===== config.mk =====
export PLATFORM = sky130hd
export DESIGN_NAME = corridor_steering_with_speed_ramp
export DESIGN_NICKNAME = d
export VERILOG_FILES = /design/src/rtl/cstr_pkg.sv /design/src/rtl/cstr_regs.sv /design/src/rtl/cstr_decide.sv /design/src/rtl/cstr_ramp.sv /design/src/rtl/corridor_steering_with_speed_ramp.sv
export VERILOG_INCLUDE_DIRS = /design/src /design/src/rtl
export SDC_FILE = /design/constraint.sdc
export NUM_CORES = 1
export LEC_CHECK = 0
export ABC_AREA = 1
export BUFFER_PORTS_ARGS = -buffer_cell sky130_fd_sc_hd__clkbuf_2
export CORE_MARGIN = 5
export CORE_UTILIZATION = 50
export CTS_CLUSTER_DIAMETER = 50
export DETAILED_ROUTE_END_ITERATION = 10
export PLACE_DENSITY = 0.76
export SYNTH_ARGS = -nofsm -noshare
export SYNTH_HDL_FRONTEND = slang
export SYNTH_SLANG_ARGS = --single-unit

===== constraint.sdc =====
create_clock -name clock -period 4.86 [get_ports clock]
set_input_delay 0.243 -clock clock [delete_from_list [all_inputs] [get_ports clock]]
set_output_delay 0.243 -clock clock [all_outputs]
set_load 0.05 [all_outputs]

===== src/rtl/corridor_steering_with_speed_ramp_macros.svh =====
// ----------------------------------------------------------------------------
// Corridor steering assertion macros
// Shared concurrent assertion wrappers for the steering controller. Defining
// ASSERT_OFF compiles them away.
// ----------------------------------------------------------------------------
`ifndef CORRIDOR_STEERING_WITH_SPEED_RAMP_MACROS_SVH
`define CORRIDOR_STEERING_WITH_SPEED_RAMP_MACROS_SVH

`ifndef ASSERT_OFF

// The consequent must hold in the same cycle as the antecedent.
`define CSTR_ASSERT_IMP(lbl, clk, rst, ante, cons) \
   lbl: assert property (@(posedge clk) disable iff (rst) (ante) |-> (cons)) \
      else $error("assertion failed");

// The consequent must hold in the cycle after the antecedent.
`define CSTR_ASSERT_NEXT(lbl, clk, rst, ante, cons) \
   lbl: assert property (@(posedge clk) disable iff (rst) (ante) |=> (cons)) \
      else $error("assertion failed");

`else

`define CSTR_ASSERT_IMP(lbl, clk, rst, ante, cons)
`define CSTR_ASSERT_NEXT(lbl, clk, rst, ante, cons)

`endif

`endif


===== src/rtl/cstr_pkg.sv =====
// ----------------------------------------------------------------------------
// Corridor steering package
// Register indexes, reset values and the structs shared between modules.
// ----------------------------------------------------------------------------
package cstr_pkg;

   localparam int unsigned RegIdxW = 3;

   localparam logic [RegIdxW-1:0] REG_BASE_SPEED     = 3'd0;
   localparam logic [RegIdxW-1:0] REG_TURN_SPEED     = 3'd1;
   localparam logic [RegIdxW-1:0] REG_RAMP_STEP      = 3'd2;
   localparam logic [RegIdxW-1:0] REG_FRONT_LIMIT    = 3'd3;
   localparam logic [RegIdxW-1:0] REG_REAR_LIMIT     = 3'd4;
   localparam logic [RegIdxW-1:0] REG_CENTRE_BAND    = 3'd5;
   localparam logic [RegIdxW-1:0] REG_CROSSING_LIMIT = 3'd6;

   localparam logic [7:0] RST_BASE_SPEED     = 8'd180;
   localparam logic [7:0] RST_TURN_SPEED     = 8'd130;
   localparam logic [7:0] RST_RAMP_STEP      = 8'd6;
   localparam logic [7:0] RST_FRONT_LIMIT    = 8'd20;
   localparam logic [7:0] RST_REAR_LIMIT     = 8'd15;
   localparam logic [7:0] RST_CENTRE_BAND    = 8'd4;
   localparam logic [7:0] RST_CROSSING_LIMIT = 8'd50;

   localparam logic CMD_DECIDE = 1'b0;
   localparam logic CMD_TICK   = 1'b1;

   typedef struct packed {
      logic [7:0] base_speed;
      logic [7:0] turn_speed;
      logic [7:0] ramp_step;
      logic [7:0] front_limit;
      logic [7:0] rear_limit;
      logic [7:0] centre_band;
      logic [7:0] crossing_limit;
   } cfg_type;

   // Applied and wanted state of one motor.
   typedef struct packed {
      logic [7:0] speed;
      logic [7:0] goal;
      logic       heading;
      logic       wanted;
   } motor_type;

   typedef struct packed {
      logic       halt;
      logic [7:0] goal_a;
      logic [7:0] goal_b;
      logic       fwd_a;
      logic       fwd_b;
   } decision_type;

endpackage


===== src/rtl/cstr_regs.sv =====
// ----------------------------------------------------------------------------
// Corridor steering configuration registers
// Seven 8-bit registers written through a plain write port.
// ----------------------------------------------------------------------------
module cstr_regs (
   input  logic                         clock,
   input  logic                         reset,
   input  logic                         csr_write,
   input  logic [cstr_pkg::RegIdxW-1:0] csr_index,
   input  logic [7:0]                   csr_data,
   output cstr_pkg::cfg_type            cfg
);
   import cstr_pkg::*;

   cfg_type cfg_ff;
   cfg_type cfg_in;

   always_comb begin
      cfg_in = cfg_ff;
      if (csr_write) begin
         unique case (csr_index)
            REG_BASE_SPEED:     cfg_in.base_speed     = csr_data;
            REG_TURN_SPEED:     cfg_in.turn_speed     = csr_data;
            REG_RAMP_STEP:      cfg_in.ramp_step      = csr_data;
            REG_FRONT_LIMIT:    cfg_in.front_limit    = csr_data;
            REG_REAR_LIMIT:     cfg_in.rear_limit     = csr_data;
            REG_CENTRE_BAND:    cfg_in.centre_band    = csr_data;
            REG_CROSSING_LIMIT: cfg_in.crossing_limit = csr_data;
            default:            cfg_in = cfg_ff;
         endcase
      end
   end

   always_ff @(posedge clock) begin
      if (reset) begin
         cfg_ff.base_speed     <= RST_BASE_SPEED;
         cfg_ff.turn_speed     <= RST_TURN_SPEED;
         cfg_ff.ramp_step      <= RST_RAMP_STEP;
         cfg_ff.front_limit    <= RST_FRONT_LIMIT;
         cfg_ff.rear_limit     <= RST_REAR_LIMIT;
         cfg_ff.centre_band    <= RST_CENTRE_BAND;
         cfg_ff.crossing_limit <= RST_CROSSING_LIMIT;
      end else begin
         cfg_ff <= cfg_in;
      end
   end

   assign cfg = cfg_ff;

endmodule


===== src/rtl/cstr_decide.sv =====
// ----------------------------------------------------------------------------
// Corridor steering decision logic
// Turns four distances into motor goals and wanted directions.
// ----------------------------------------------------------------------------
module cstr_decide (
   input  cstr_pkg::cfg_type      cfg,
   input  logic [7:0]             left_range,
   input  logic [7:0]             right_range,
   input  logic [7:0]             front_range,
   input  logic [7:0]             rear_range,
   output cstr_pkg::decision_type dec
);
   import cstr_pkg::*;

   logic       left_wider;
   logic [7:0] side_gap;

   assign left_wider = left_range > right_range;
   assign side_gap   = left_wider ? (left_range - right_range)
                                  : (right_range - left_range);

   always_comb begin
      dec.halt   = 1'b0;
      dec.goal_a = cfg.base_speed;
      dec.goal_b = cfg.base_speed;
      dec.fwd_a  = 1'b1;
      dec.fwd_b  = 1'b1;
      if (front_range < cfg.front_limit) begin
         // Pivot toward the wider side: the motor on that side backs up.
         dec.halt  = 1'b1;
         dec.fwd_a = !left_wider;
         dec.fwd_b = left_wider;
      end else if (rear_range < cfg.rear_limit) begin
         dec.halt = 1'b1;
      end else if (side_gap > cfg.crossing_limit) begin
         dec.halt = 1'b0;
      end else if (side_gap < cfg.centre_band) begin
         dec.halt = 1'b0;
      end else if (left_wider) begin
         dec.goal_b = cfg.turn_speed;
      end else begin
         dec.goal_a = cfg.turn_speed;
      end
   end

endmodule


===== src/rtl/cstr_ramp.sv =====
// ----------------------------------------------------------------------------
// Corridor steering speed ramp
// One tick of one motor: slow to zero before a reversal, else step toward
// the goal without overshoot.
// ----------------------------------------------------------------------------
module cstr_ramp (
   input  cstr_pkg::motor_type cur,
   input  logic [7:0]          ramp_step,
   output cstr_pkg::motor_type nxt
);
   import cstr_pkg::*;

   logic       reversing;
   logic [7:0] up_gap;
   logic [7:0] down_gap;

   assign reversing = (cur.speed != 8'd0) && (cur.heading != cur.wanted);
   assign up_gap    = cur.goal - cur.speed;
   assign down_gap  = cur.speed - cur.goal;

   always_comb begin
      nxt = cur;
      if (reversing) begin
         nxt.speed = (cur.speed > ramp_step) ? (cur.speed - ramp_step) : 8'd0;
      end else begin
         nxt.heading = cur.wanted;
         if (cur.speed < cur.goal) begin
            nxt.speed = (up_gap > ramp_step) ? (cur.speed + ramp_step) : cur.goal;
         end else if (cur.speed > cur.goal) begin
            nxt.speed = (down_gap > ramp_step) ? (cur.speed - ramp_step) : cur.goal;
         end
      end
   end

endmodule


===== src/rtl/corridor_steering_with_speed_ramp.sv =====
// ----------------------------------------------------------------------------
// Corridor steering with speed ramp
// A request is taken into the input stage, then moves into the result
// register when that is free. Throughput: one request per cycle while
// rsp_stall does not hold a full result register; the motor state update
// of each request is a single pass of compares and adds between two register
// stages. Reset: synchronous; registers return to their defaults, speeds and
// goals to zero, all headings to forward, and both pipeline stages empty.
//
// A decide request (cmd = 0) picks new goals and wanted directions from the
// four distances; an obstacle also clears the applied speeds at once. A tick
// request (cmd = 1) ramps each motor toward its goal by ramp_step. Every
// request returns one response with both motors' applied direction and PWM.
// ----------------------------------------------------------------------------
`include "corridor_steering_with_speed_ramp_macros.svh"

module corridor_steering_with_speed_ramp (
   input  logic                         clock,
   input  logic                         reset,
   // Request channel.
   input  logic                         req_valid,
   output logic                         req_stall,
   input  logic                         req_cmd,
   input  logic [7:0]                   req_left_range,
   input  logic [7:0]                   req_right_range,
   input  logic [7:0]                   req_front_range,
   input  logic [7:0]                   req_rear_range,
   // Response channel.
   output logic                         rsp_valid,
   input  logic                         rsp_stall,
   output logic                         rsp_left_motor_fwd,
   output logic [7:0]                   rsp_left_motor_pwm,
   output logic                         rsp_right_motor_fwd,
   output logic [7:0]                   rsp_right_motor_pwm,
   // Configuration write port.
   input  logic                         csr_write,
   input  logic [cstr_pkg::RegIdxW-1:0] csr_index,
   input  logic [7:0]                   csr_data
);
   import cstr_pkg::*;

   cfg_type      cfg;
   decision_type dec;

   // Input register stage.
   logic       stage_valid_ff;
   logic       stage_cmd_ff;
   logic [7:0] stage_left_ff;
   logic [7:0] stage_right_ff;
   logic [7:0] stage_front_ff;
   logic [7:0] stage_rear_ff;

   // Motor state, updated when a request leaves the input stage.
   motor_type motor_a_ff;
   motor_type motor_b_ff;
   motor_type motor_a_in;
   motor_type motor_b_in;
   motor_type ramp_a;
   motor_type ramp_b;

   // Result register stage.
   logic       rsp_valid_ff;
   logic       rsp_left_fwd_ff;
   logic [7:0] rsp_left_pwm_ff;
   logic       rsp_right_fwd_ff;
   logic [7:0] rsp_right_pwm_ff;

   logic out_free;
   logic advance;
   logic req_take;

   // The result register can be loaded when it is empty or being drained.
   // The input stage drains into it whenever it can, so a new request is
   // taken while an older response still waits for its consumer.
   assign out_free  = !rsp_valid_ff || !rsp_stall;
   assign advance   = stage_valid_ff && out_free;
   assign req_stall = stage_valid_ff && !out_free;
   assign req_take  = req_valid && !req_stall;

   cstr_regs u_regs (
      .clock     (clock),
      .reset     (reset),
      .csr_write (csr_write),
      .csr_index (csr_index),
      .csr_data  (csr_data),
      .cfg       (cfg)
   );

   cstr_decide u_decide (
      .cfg         (cfg),
      .left_range  (stage_left_ff),
      .right_range (stage_right_ff),
      .front_range (stage_front_ff),
      .rear_range  (stage_rear_ff),
      .dec         (dec)
   );

   cstr_ramp u_ramp_a (
      .cur       (motor_a_ff),
      .ramp_step (cfg.ramp_step),
      .nxt       (ramp_a)
   );

   cstr_ramp u_ramp_b (
      .cur       (motor_b_ff),
      .ramp_step (cfg.ramp_step),
      .nxt       (ramp_b)
   );

   // Next motor state for the request in the input stage. A decide keeps the
   // applied headings and only clears the applied speeds on an obstacle.
   always_comb begin
      motor_a_in = motor_a_ff;
      motor_b_in = motor_b_ff;
      if (stage_cmd_ff == CMD_TICK) begin
         motor_a_in = ramp_a;
         motor_b_in = ramp_b;
      end else begin
         motor_a_in.goal   = dec.goal_a;
         motor_a_in.wanted = dec.fwd_a;
         motor_b_in.goal   = dec.goal_b;
         motor_b_in.wanted = dec.fwd_b;
         if (dec.halt) begin
            motor_a_in.speed = 8'd0;
            motor_b_in.speed = 8'd0;
         end
      end
   end

   always_ff @(posedge clock) begin
      if (reset) begin
         stage_valid_ff <= 1'b0;
         rsp_valid_ff   <= 1'b0;
         motor_a_ff     <= '{speed: 8'd0, goal: 8'd0, heading: 1'b1, wanted: 1'b1};
         motor_b_ff     <= '{speed: 8'd0, goal: 8'd0, heading: 1'b1, wanted: 1'b1};
      end else begin
         if (req_take) begin
            stage_valid_ff <= 1'b1;
         end else if (advance) begin
            stage_valid_ff <= 1'b0;
         end
         if (advance) begin
            rsp_valid_ff <= 1'b1;
            motor_a_ff   <= motor_a_in;
            motor_b_ff   <= motor_b_in;
         end else if (!rsp_stall) begin
            rsp_valid_ff <= 1'b0;
         end
      end
   end

   // Payload registers carry no reset.
   always_ff @(posedge clock) begin
      if (req_take) begin
         stage_cmd_ff   <= req_cmd;
         stage_left_ff  <= req_left_range;
         stage_right_ff <= req_right_range;
         stage_front_ff <= req_front_range;
         stage_rear_ff  <= req_rear_range;
      end
      if (advance) begin
         rsp_left_fwd_ff  <= motor_a_in.heading;
         rsp_left_pwm_ff  <= motor_a_in.speed;
         rsp_right_fwd_ff <= motor_b_in.heading;
         rsp_right_pwm_ff <= motor_b_in.speed;
      end
   end

   assign rsp_valid           = rsp_valid_ff;
   assign rsp_left_motor_fwd  = rsp_left_fwd_ff;
   assign rsp_left_motor_pwm  = rsp_left_pwm_ff;
   assign rsp_right_motor_fwd = rsp_right_fwd_ff;
   assign rsp_right_motor_pwm = rsp_right_pwm_ff;

   // A motor changes its applied direction only while standing still.
   `CSTR_ASSERT_IMP(a_reverse_from_rest, clock, reset,
      !$past(reset) && (motor_a_ff.heading != $past(motor_a_ff.heading)),
      $past(motor_a_ff.speed) == 8'd0)

   // A front obstacle stops both motors in the same update.
   `CSTR_ASSERT_NEXT(a_front_halt, clock, reset,
      advance && (stage_cmd_ff == CMD_DECIDE) && (stage_front_ff < cfg.front_limit),
      (motor_a_ff.speed == 8'd0) && (motor_b_ff.speed == 8'd0))

   // A pending response always mirrors the current motor state.
   `CSTR_ASSERT_IMP(a_rsp_matches_state, clock, reset,
      rsp_valid_ff,
      (rsp_left_pwm_ff == motor_a_ff.speed) && (rsp_right_pwm_ff == motor_b_ff.speed)
      && (rsp_left_fwd_ff == motor_a_ff.heading) && (rsp_right_fwd_ff == motor_b_ff.heading))

endmodule

-- Yosys cells after proc, flatten, opt, wreduce, memory -nomap -nowiden
Index checks and enable logic that the tools add are counted.
W data, S select, Z words.
- register bits: 145
- input port bits: 49
- add/sub/neg operators: 10
- $lt $le $gt $ge: 15
- equal/unequal tests: 9
- multiplexer cells: 34
- bitwise gates (word level): 1
- reduce and logical (&&, ||, !) cells: 23
- operators by type and width (cell ; count):
    $mux W8 ; 17
    $mux W16 ; 6
    $gt A8 B8 Y1 ; 10
    $sub A8 B8 Y8 ; 8
    $lt A8 B8 Y1 ; 5
    $add A8 B8 Y8 ; 2
    $reduce_and A2 Y1 ; 8
    $reduce_bool A8 Y1 ; 2
    $mux W1 ; 10
    $eq A3 B3 Y1 const B ; 3
    $eq A3 B2 Y1 const B ; 2
    $logic_and A1 B1 Y1 ; 5
    $logic_not A1 Y1 ; 5
    $eq A3 B1 Y1 const B ; 1
    $logic_not A3 Y1 ; 1
    $mux W2 ; 1
    $ne A1 B1 Y1 ; 2
    $ne A2 B1 Y1 const B ; 1
    $reduce_bool A2 Y1 ; 1
    $logic_or A1 B1 Y1 ; 1
    $not A1 Y1 ; 1

-- Logic depth before layout (Yosys ltp)
Gate-level depths: netlist of the first run.
- word-level depth: 8
- depth in mapped cells: 27
- depth with buffers taken out: 27

-- Cells and area by module
Synthesis of the first run repeated with hierarchy kept, for this count alone.
- cells, all modules: 1820
- area total of the unflattened synthesis: 12522.0 sq um
- by module, submodules not included (module ; instances ; cells an instance ; area an instance (sq um) ; seq. area each (sq um)):
    corridor_steering_with_speed_ramp ; 1 ; 401 ; 3732.3 ; 2292.2
    cstr_ramp at u_ramp_a ; 1 ; 383 ; 2288.4 ; 0.0
    cstr_ramp at u_ramp_b ; 1 ; 385 ; 2275.9 ; 0.0
    cstr_regs ; 1 ; 311 ; 2225.9 ; 1121.1
    cstr_decide ; 1 ; 340 ; 1999.4 ; 0.0

-- Worst setup path after synthesis of the first run
Ideal clock, no wire load.
- kind: register to register
- from: register stage_left_ff[0]
- to: register motor_a_ff[3] in the netlist's numbering
- library setup time: 0.132 ns
- arrival time: 3.317 ns
- required time: 4.728 ns
- slack: 1.411 ns
- stages on the path, launching flop included: 27
- path buffers: 1
- clock period less this slack: 3.449 ns
- cells stage by stage: edfxtp_1 > inv_1 > ha_1 > inv_1 > fa_1 > inv_1 > o21ai_1 > nand2_1 > nand3_2 > nand2_4 > buf_6 > nand2_1 > nand2_1 > nand3_1 > nand2_1 > xor2_1 > inv_1 > ha_1 > nand2_1 > nor2_1 > nand3_1 > o21ai_1 > nand3_2 > nor2_4 > nand2_1 > nand3_1 > a21oi_1
- longest elaborated chain between the ends: 7
- elaborated cells between the ends (all ways): 11
- classes of those cells: 2 x add/sub; 3 x order compare; 6 x mux
- RTL lines (what ; RTL line ; source):
    start, declared ; corridor_steering_with_speed_ramp.sv:48 ; logic [7:0] stage_left_ff;
    start signal, assigned ; corridor_steering_with_speed_ramp.sv:156 ; stage_left_ff <= req_left_range;
    $sub A8 B8 Y8 (tied with other cells) ; cstr_decide.sv:20 ; : (right_range - left_range);
    $mux W8 ; cstr_decide.sv:19 ; assign side_gap = left_wider ? (left_range - right_range)
    $lt A8 B8 Y1 ; cstr_decide.sv:37 ; end else if (side_gap < cfg.centre_band) begin
    $mux W16 ; cstr_decide.sv:37 ;
    $mux W16 (*) ; cstr_decide.sv:35 ; end else if (side_gap > cfg.crossing_limit) begin
    $mux W16 (*) ; cstr_decide.sv:33 ; end else if (rear_range < cfg.rear_limit) begin
    $mux W16 (*) ; cstr_decide.sv:28 ; if (front_range < cfg.front_limit) begin
    end signal, assigned ; corridor_steering_with_speed_ramp.sv:134 ; motor_a_ff <= '{speed: 8'd0, goal: 8'd0, heading: 1'b1, wanted: 1'b1};
    end signal, assigned ; corridor_steering_with_speed_ramp.sv:144 ; motor_a_ff <= motor_a_in;
    end, declared ; corridor_steering_with_speed_ramp.sv:54 ; motor_type motor_a_ff;
Mark *: on every way between the ends. The rest lies on a longest branch, timed or not.
A chain may end at the register's enable or synchronous reset.

-- Final worst setup path of the first run
- from: register stage_left_ff[0]
- to: register motor_a_ff[5] in the netlist's numbering
The elaborated chain is that of the path after synthesis.

==> metrics.csv, run 1 <==
metric,value,unit
ys_seq_area_share,30.3,%
drc,0,
grt_max_degree,40,
ys_types,49,
async_reset_ff_share,0,%
finalHoldViolCount,0,
die_area,0.0256,mm²
io_pins,69,
track_usage,23.2,%
path_clk_slew,0.06,ns
gp_congestion,0.962,
start_util,51.1,%
cts-root-buf,clkbuf_16,
finalCritPeriodShare,80.5,%
reg2reg_depth,26,
cts.repair.resized,0,
setup-tns-final,0,ns
max_slew_margin,15.7,%
synth_nets,1722,
worstHoldEndpoint,stage_cmd_ff,
num_rows,54,
crit_fanout,12,
startpoint_type,flip-flop,
critPathArrivalTime,4.19,ns
cp.required,5.14,ns
ant_nets,0,
syn_area,0.0113,mm²
worstHoldStart,req_cmd,
setup_slack,0.949,ns
postCtsSetupBuffers,0,
htree_num_levels,4,
outcome,"complete, no violations",
clock_skew,0.0135,ns
gr-total-overflow,0,
tightest_slew,1.26,ns
max_cap_viol_count,0,
antennaDiodeCount,0,
critPathCaptureType,flip-flop,
power_density,364,mW/mm²
wirelength,29800,µm
firstDrtPassIters,6,
setup_violations,0,
cts.sinks,145,
final_nets,1804,
synthAdderAreaFrac,16.7,%
yosys_warnings,0,
cts_buffer_depth,2,
ys_seq_elements,145,
fillerInstances,2047,
drt_iter0_markers,878,
synth_compound_area_share,15.8,%
finalMaxSlewViolations,0,
synthMuxAreaShare,0.0889,%
die_y,160,µm
antenna_found_initial,0,
hold_path_depth,1,
synth_xor_area_share,3.50,%
layout_commonest_cell,nand2_1,
rsz0062_at_grt,false,
fmax,0.256,GHz
portBuffers,68,
insertion_delay,0.43,ns
core,0.0220,mm²
r2r_slack,0.95,ns
dpl.hpwl,22700,µm
post_drt_via_cell_ratio,5.44,
layout-drive-gt1-share,10.2,%
synthFlopType,dfxtp_1,
synthSimpleGateAreaFrac,23.2,%
synth_edf_count,51,
r2r_start,stage_left_ff[0],
layout_common_cells,"367 x nand2_1, 220 x inv_1, 158 x a21oi_1, 134 x ha_1, 111 x nand3_1",
dr_total_vias,10400,
die_w,160,µm
fin_crit,3.91,ns
wl_per_cell,15.7,µm
cts_tree,yes,
grt_pass1_wl,48700,µm
pre_cts_ws,1.00,ns
power_leakage,6.07,nW
worstHoldPathType,in -> reg,
worst_r2r_endpoint,motor_a_ff[5],
cts_buffers,17,
path_class,reg -> reg,
grt_pass1_vias,9735,
syn_inst,1529,
max-vdd-ir-drop,0.276,mV
synthToLayoutAreaGrowth,11.9,%
synth_top_family_by_area,simple AND/OR/NAND/NOR gates,
synth.avg_cell_area,7.36,µm²
## logic make-up after synthesis
| kind of cell | count (synthesis) |
|---|---|
| multiplexers | 1 |
| buffers and inverters | 286 |
| XOR/XNOR | 45 |
| AND/OR/NAND/NOR | 595 |
| AO/OA/AOI/OAI | 313 |
| flip-flops | 145 |
| adder cells (fa/ha/maj) | 144 |
## power breakdown
part	total, W	switching (W)	internal [W]	leakage, nW
Clock	0.00123	0.000552	0.000674	0.261
Combinational	0.00196	0.00129	0.000675	4.55
Sequential	0.00140	0.0000569	0.00135	1.26
## worst max path at each step
stage,start,end,cells past startpoint
finish,stage_left_ff[0],motor_a_ff[5],26
global route,stage_left_ff[0],motor_a_ff[5],25
CTS,stage_left_ff[0],motor_a_ff[5],26
detailed placement,stage_left_ff[0],motor_a_ff[5],26
global placement,stage_left_ff[0],motor_a_ff[7],26
floorplan,stage_left_ff[0],motor_a_ff[3],26
## critical path, cell delays in order (launching register included)
cell and delay (ns):
edfxtp_1 0.40, inv_1 0.07, ha_1 0.16, inv_1 0.06, fa_1 0.39, inv_1 0.09, o21ai_1 0.09, nand2_1 0.08
nand3_2 0.08, nand2_4 0.15, inv_4 0.07, nand2_1 0.06, nand2_1 0.08, nand3_1 0.07, nand2_1 0.06, xor2_1 0.13
inv_1 0.08, ha_1 0.29, nand2_1 0.05, nor2_1 0.12, nand3_1 0.08, o21ai_1 0.32, nand3_2 0.27, nor2_4 0.25
nand2_1 0.08, nand3_1 0.09, a21oi_1 0.07
## timing repair
| item | 4_1_cts | 5_1_grt |
|---|---|---|
| endpoints found under the setup margin | 0 | 0 |
| hold endpoints to repair | 32 | 0 |
| hold buffers | 32 | 0 |
## sequential cells by signal, summed over array words and instances (netlist names)
signal / cells
motor_a_ff: 18
motor_b_ff: 18
rsp_left_motor_fwd: 1
rsp_left_motor_pwm: 8
rsp_right_motor_fwd: 1
rsp_right_motor_pwm: 8
rsp_valid: 1
stage_cmd_ff: 1
stage_front_ff: 8
stage_left_ff: 8
stage_rear_ff: 8
stage_right_ff: 8
stage_valid_ff: 1
u_regs.cfg: 56
## Yosys cell counts (all sizes together), types with 10 or more instances
cell type  instances  area share, %
a21oi            164            7.6
buf               23            1.3
clkbuf            20            1.0
dfxtp             94             17
edfxtp            51             14
fa                10            1.8
ha               134             15
inv              243            8.1
nand2            380             13
nand3            115            5.4
nand4             16            1.0
nor2              71            2.8
o211ai            20            1.3
o21ai             91            4.1
xor2              37            2.9
## routing by layer
| layer | track usage, % | wire length [µm] | vias up |
|---|---|---|---|
| li1 | - | - | 5187 |
| met1 | 30.1 | 13000 | 4694 |
| met2 | 37.8 | 13500 | 403 |
| met3 | 5.18 | 2330 | 73 |
| met4 | 8.96 | 1050 | 0 |
| met5 | 0 | 0 | - |
## layout make-up
| class | instances | area, µm² | share of cell area [%] |
|---|---|---|---|
| inverters | 243 | 917 | 7.28 |
| clock buffers | 19 | 443 | 3.52 |
| repair buffers | 106 | 706 | 5.60 |
| well taps | 280 | 350 | 2.78 |
| clock inverters | 13 | 103 | 0.814 |
| multi-input cells | 1098 | 6670 | 52.9 |
| flip-flops and latches | 145 | 3410 | 27.1 |
## stage by stage
stage | total power [W] | hold WS, ns | instance area (µm²) | cells | utilization, %
detailed placement | 0.00333 | 0.422 | 11700 | 1840 | 53.3
floorplan | 0.00292 | 0.342 | 11300 | 1529 | -
global route | 0.00492 | 0.00241 | 12600 | 1904 | 57.2
finish | 0.00459 | 0.0123 | 12600 | 1904 | 57.2
global placement | 0.00329 | 0.419 | 11700 | 1840 | 53.3
CTS | 0.00458 | 0.00454 | 12600 | 1904 | 57.2
Power figures use the tool's default switching activity.
==> run 2, diff against run 1 <==
PLACE_DENSITY = 0.78   (was 0.76)
clock period = 3.5 ns   (was 4.86 ns; I/O delays follow)
==> metrics.csv, run 2 (synthesized netlist as in run 1, its figures left out) <==
metric,value,unit,change
tightest_slew,0.724,ns,-0.540 ns
worstHoldPathType,in -> reg,,
startpoint_type,flip-flop,,
power_density,519,mW/mm²,+42%
max_slew_margin,51.6,%,+36 points
drt_iter0_markers,1020,,+16%
ant_nets,0,,unchanged
reg2reg_depth,24,,-7.7%
placed_cell_area,0.0123,mm²,+5.1%
finalHoldViolCount,0,,unchanged
gr-total-overflow,0,,unchanged
io_pins,69,,unchanged
antennaDiodeCount,0,,unchanged
synthToLayoutAreaGrowth,22.4,%,
cts_tree,yes,,
clock_skew,0.0158,ns,+0.00233 ns
cts-root-buf,clkbuf_16,,
critPathMaxStageDelay,0.41,ns,about the same
layout_common_cells,"344 x nand2_1, 210 x inv_1, 150 x a21oi_1, 120 x ha_1, 98 x nand3_1",,
cp_cell_sequence,ha_2 -> inv_2 -> fa_2 -> inv_2 -> o21ai_2 -> nand2_1 -> nand3_2 -> nand2_4 -> buf_4 -> o21ai_1 -> nand2_2 -> xor2_1 -> inv_1 -> ha_4 -> nand2_4 -> nor2_4 -> nand3_2 -> o21ai_2 -> buf_6 -> nand3_4 -> nor2_4 -> nand2_1 -> nand3_2 -> a21oi_2,,
num_rows,54,,unchanged
critPathArrivalTime,3.86,ns,-0.33 ns
final_cell_area,0.0138,mm²,+9.3%
dp.cells,1919,,+4.3%
fmax,0.281,GHz,+9.7%
dpl.hpwl,24500,µm,+7.7%
start_util,51.1,%,unchanged
cp_slowest_cell,edfxtp_1,,
wirelength,33600,µm,+13%
layout_commonest_cell,nand2_1,,
max_cap_viol_count,0,,unchanged
largest_reg_flops,56,,unchanged
portBuffers,68,,unchanged
die_area,0.0256,mm²,unchanged
cpMostUsedCell,nand3_2,,
post_drt_via_cell_ratio,5.48,,+0.82%
finalMaxSlewViolations,0,,unchanged
wl_per_cell,16.9,µm,+7.6%
gp_congestion,0.981,,+1.9%
insertion_delay,0.43,ns,about the same
cts_buffers,17,,unchanged
finalCritPeriodShare,102,%,+21 points
cp.required,3.80,ns,-1.34 ns
track_usage,25.6,%,+2.4 points
crit_fanout,8,,-4
outcome,finished with violations,,
rsz0062_at_grt,true,,
grt_pass1_wl,53700,µm,+10%
timing.critical_path.buf_inv,5,,unchanged
hold_path_depth,3,,+2
critPathCaptureType,flip-flop,,
grt_max_degree,59,,+48%
power_leakage,6.59,nW,+8.5%
max-vdd-ir-drop,0.472,mV,+71%
holdWs,0.0242,ns,+0.0118 ns
setup_violations,15,,+15
dr_total_vias,10900,,+5.6%
die_y,160,µm,unchanged
crit_cells,24,,-7.7%
cts_buffer_depth,2,,unchanged
path_class,reg -> reg,,
firstDrtPassIters,6,,unchanged
critPathTopFamily,simple AND/OR/NAND/NOR gates,,
stdcell_count,1994,,+4.7%
path_clk_slew,0.07,ns,about the same
cts.sinks,145,,unchanged
fin_crit,3.56,ns,-0.346 ns
drc,0,,unchanged
htree_num_levels,4,,unchanged
die_w,160,µm,unchanged
setup_slack,-0.0647,ns,-1.01 ns
grt_pass1_vias,10600,,+9.0%
violations,setup timing,,
antenna_found_initial,0,,unchanged
power,0.00714,W,+56%
final_nets,1894,,+5.0%
layout-drive-gt1-share,20.2,%,+10 points
core,0.0220,mm²,unchanged
==> run 2: power breakdown <==
| part | total [W] | switching [W] | internal [W] |
|---|---|---|---|
| logic | 0.00338 | 0.00208 | 0.00130 |
| registers | 0.00194 | 0.0000659 | 0.00187 |
| clock network | 0.00182 | 0.000764 | 0.00106 |
==> run 2: final timing paths <==
| path | end | slack [ns] | startpoint |
|---|---|---|---|
| worst min register to register | u_regs.cfg[24] | 0.45 | u_regs.cfg[24] |
| worst max register to register | motor_a_ff[7] | -0.06 | stage_right_ff[0] |
| worst max-delay path | motor_a_ff[7] | -0.06 | stage_right_ff[0] |
| worst min-delay path | rsp_valid | 0.02 | rsp_stall |
==> run 2: through the flow <==
step	TNS (ns)	worst slack, ns	utilization (%)
global placement	0	0.0246	56.0
floorplan	0	0.0507	-
global route	-5.02	-0.293	62.5
detailed placement	-1.84	-0.140	56.0
finish	-0.523	-0.0647	62.5
CTS	0	0.000200	60.7
==> run 2: worst register-to-register path, stage by stage (launching register included) <==
cell and delay [ns]:
edfxtp_1 0.41, ha_2 0.22, inv_2 0.06, fa_2 0.22
inv_2 0.05, o21ai_2 0.17, nand2_1 0.08, nand3_2 0.08
nand2_4 0.09, buf_4 0.15, o21ai_1 0.17, nand2_2 0.09
xor2_1 0.15, inv_1 0.10, ha_4 0.29, nand2_4 0.05
nor2_4 0.10, nand3_2 0.08, o21ai_2 0.16, buf_6 0.15
nand3_4 0.11, nor2_4 0.23, nand2_1 0.11, nand3_2 0.08
a21oi_2 0.05
==> run 2: what timing repair did <==
item	in CTS	in global routing
endpoints found under the hold margin	34	0
pin swaps	23	58
gates resized for setup	23	98
setup endpoints to repair	16	48
buffers inserted	4	4
gates cloned	1	1
hold buffers	34	0
==> run 2: metal layers <==
| layer | vias to the layer above | track usage [%] | routed length [µm] |
|---|---|---|---|
| met3 | 89 | 5.08 | 2780 |
| met4 | 0 | 8.99 | 1060 |
| li1 | 5377 | - | - |
| met5 | - | 0 | 0 |
| met2 | 492 | 41.1 | 15500 |
| met1 | 4978 | 34.4 | 14300 |
==> run 2: layout make-up <==
class	instances	area [µm²]
clock buffer	21	440
clock inverter	11	130
fill	1865	8250
inverter	243	917
multi-input combinational	1100	7130
sequential	145	3420
tap	280	350
timing repair buffer	194	1390
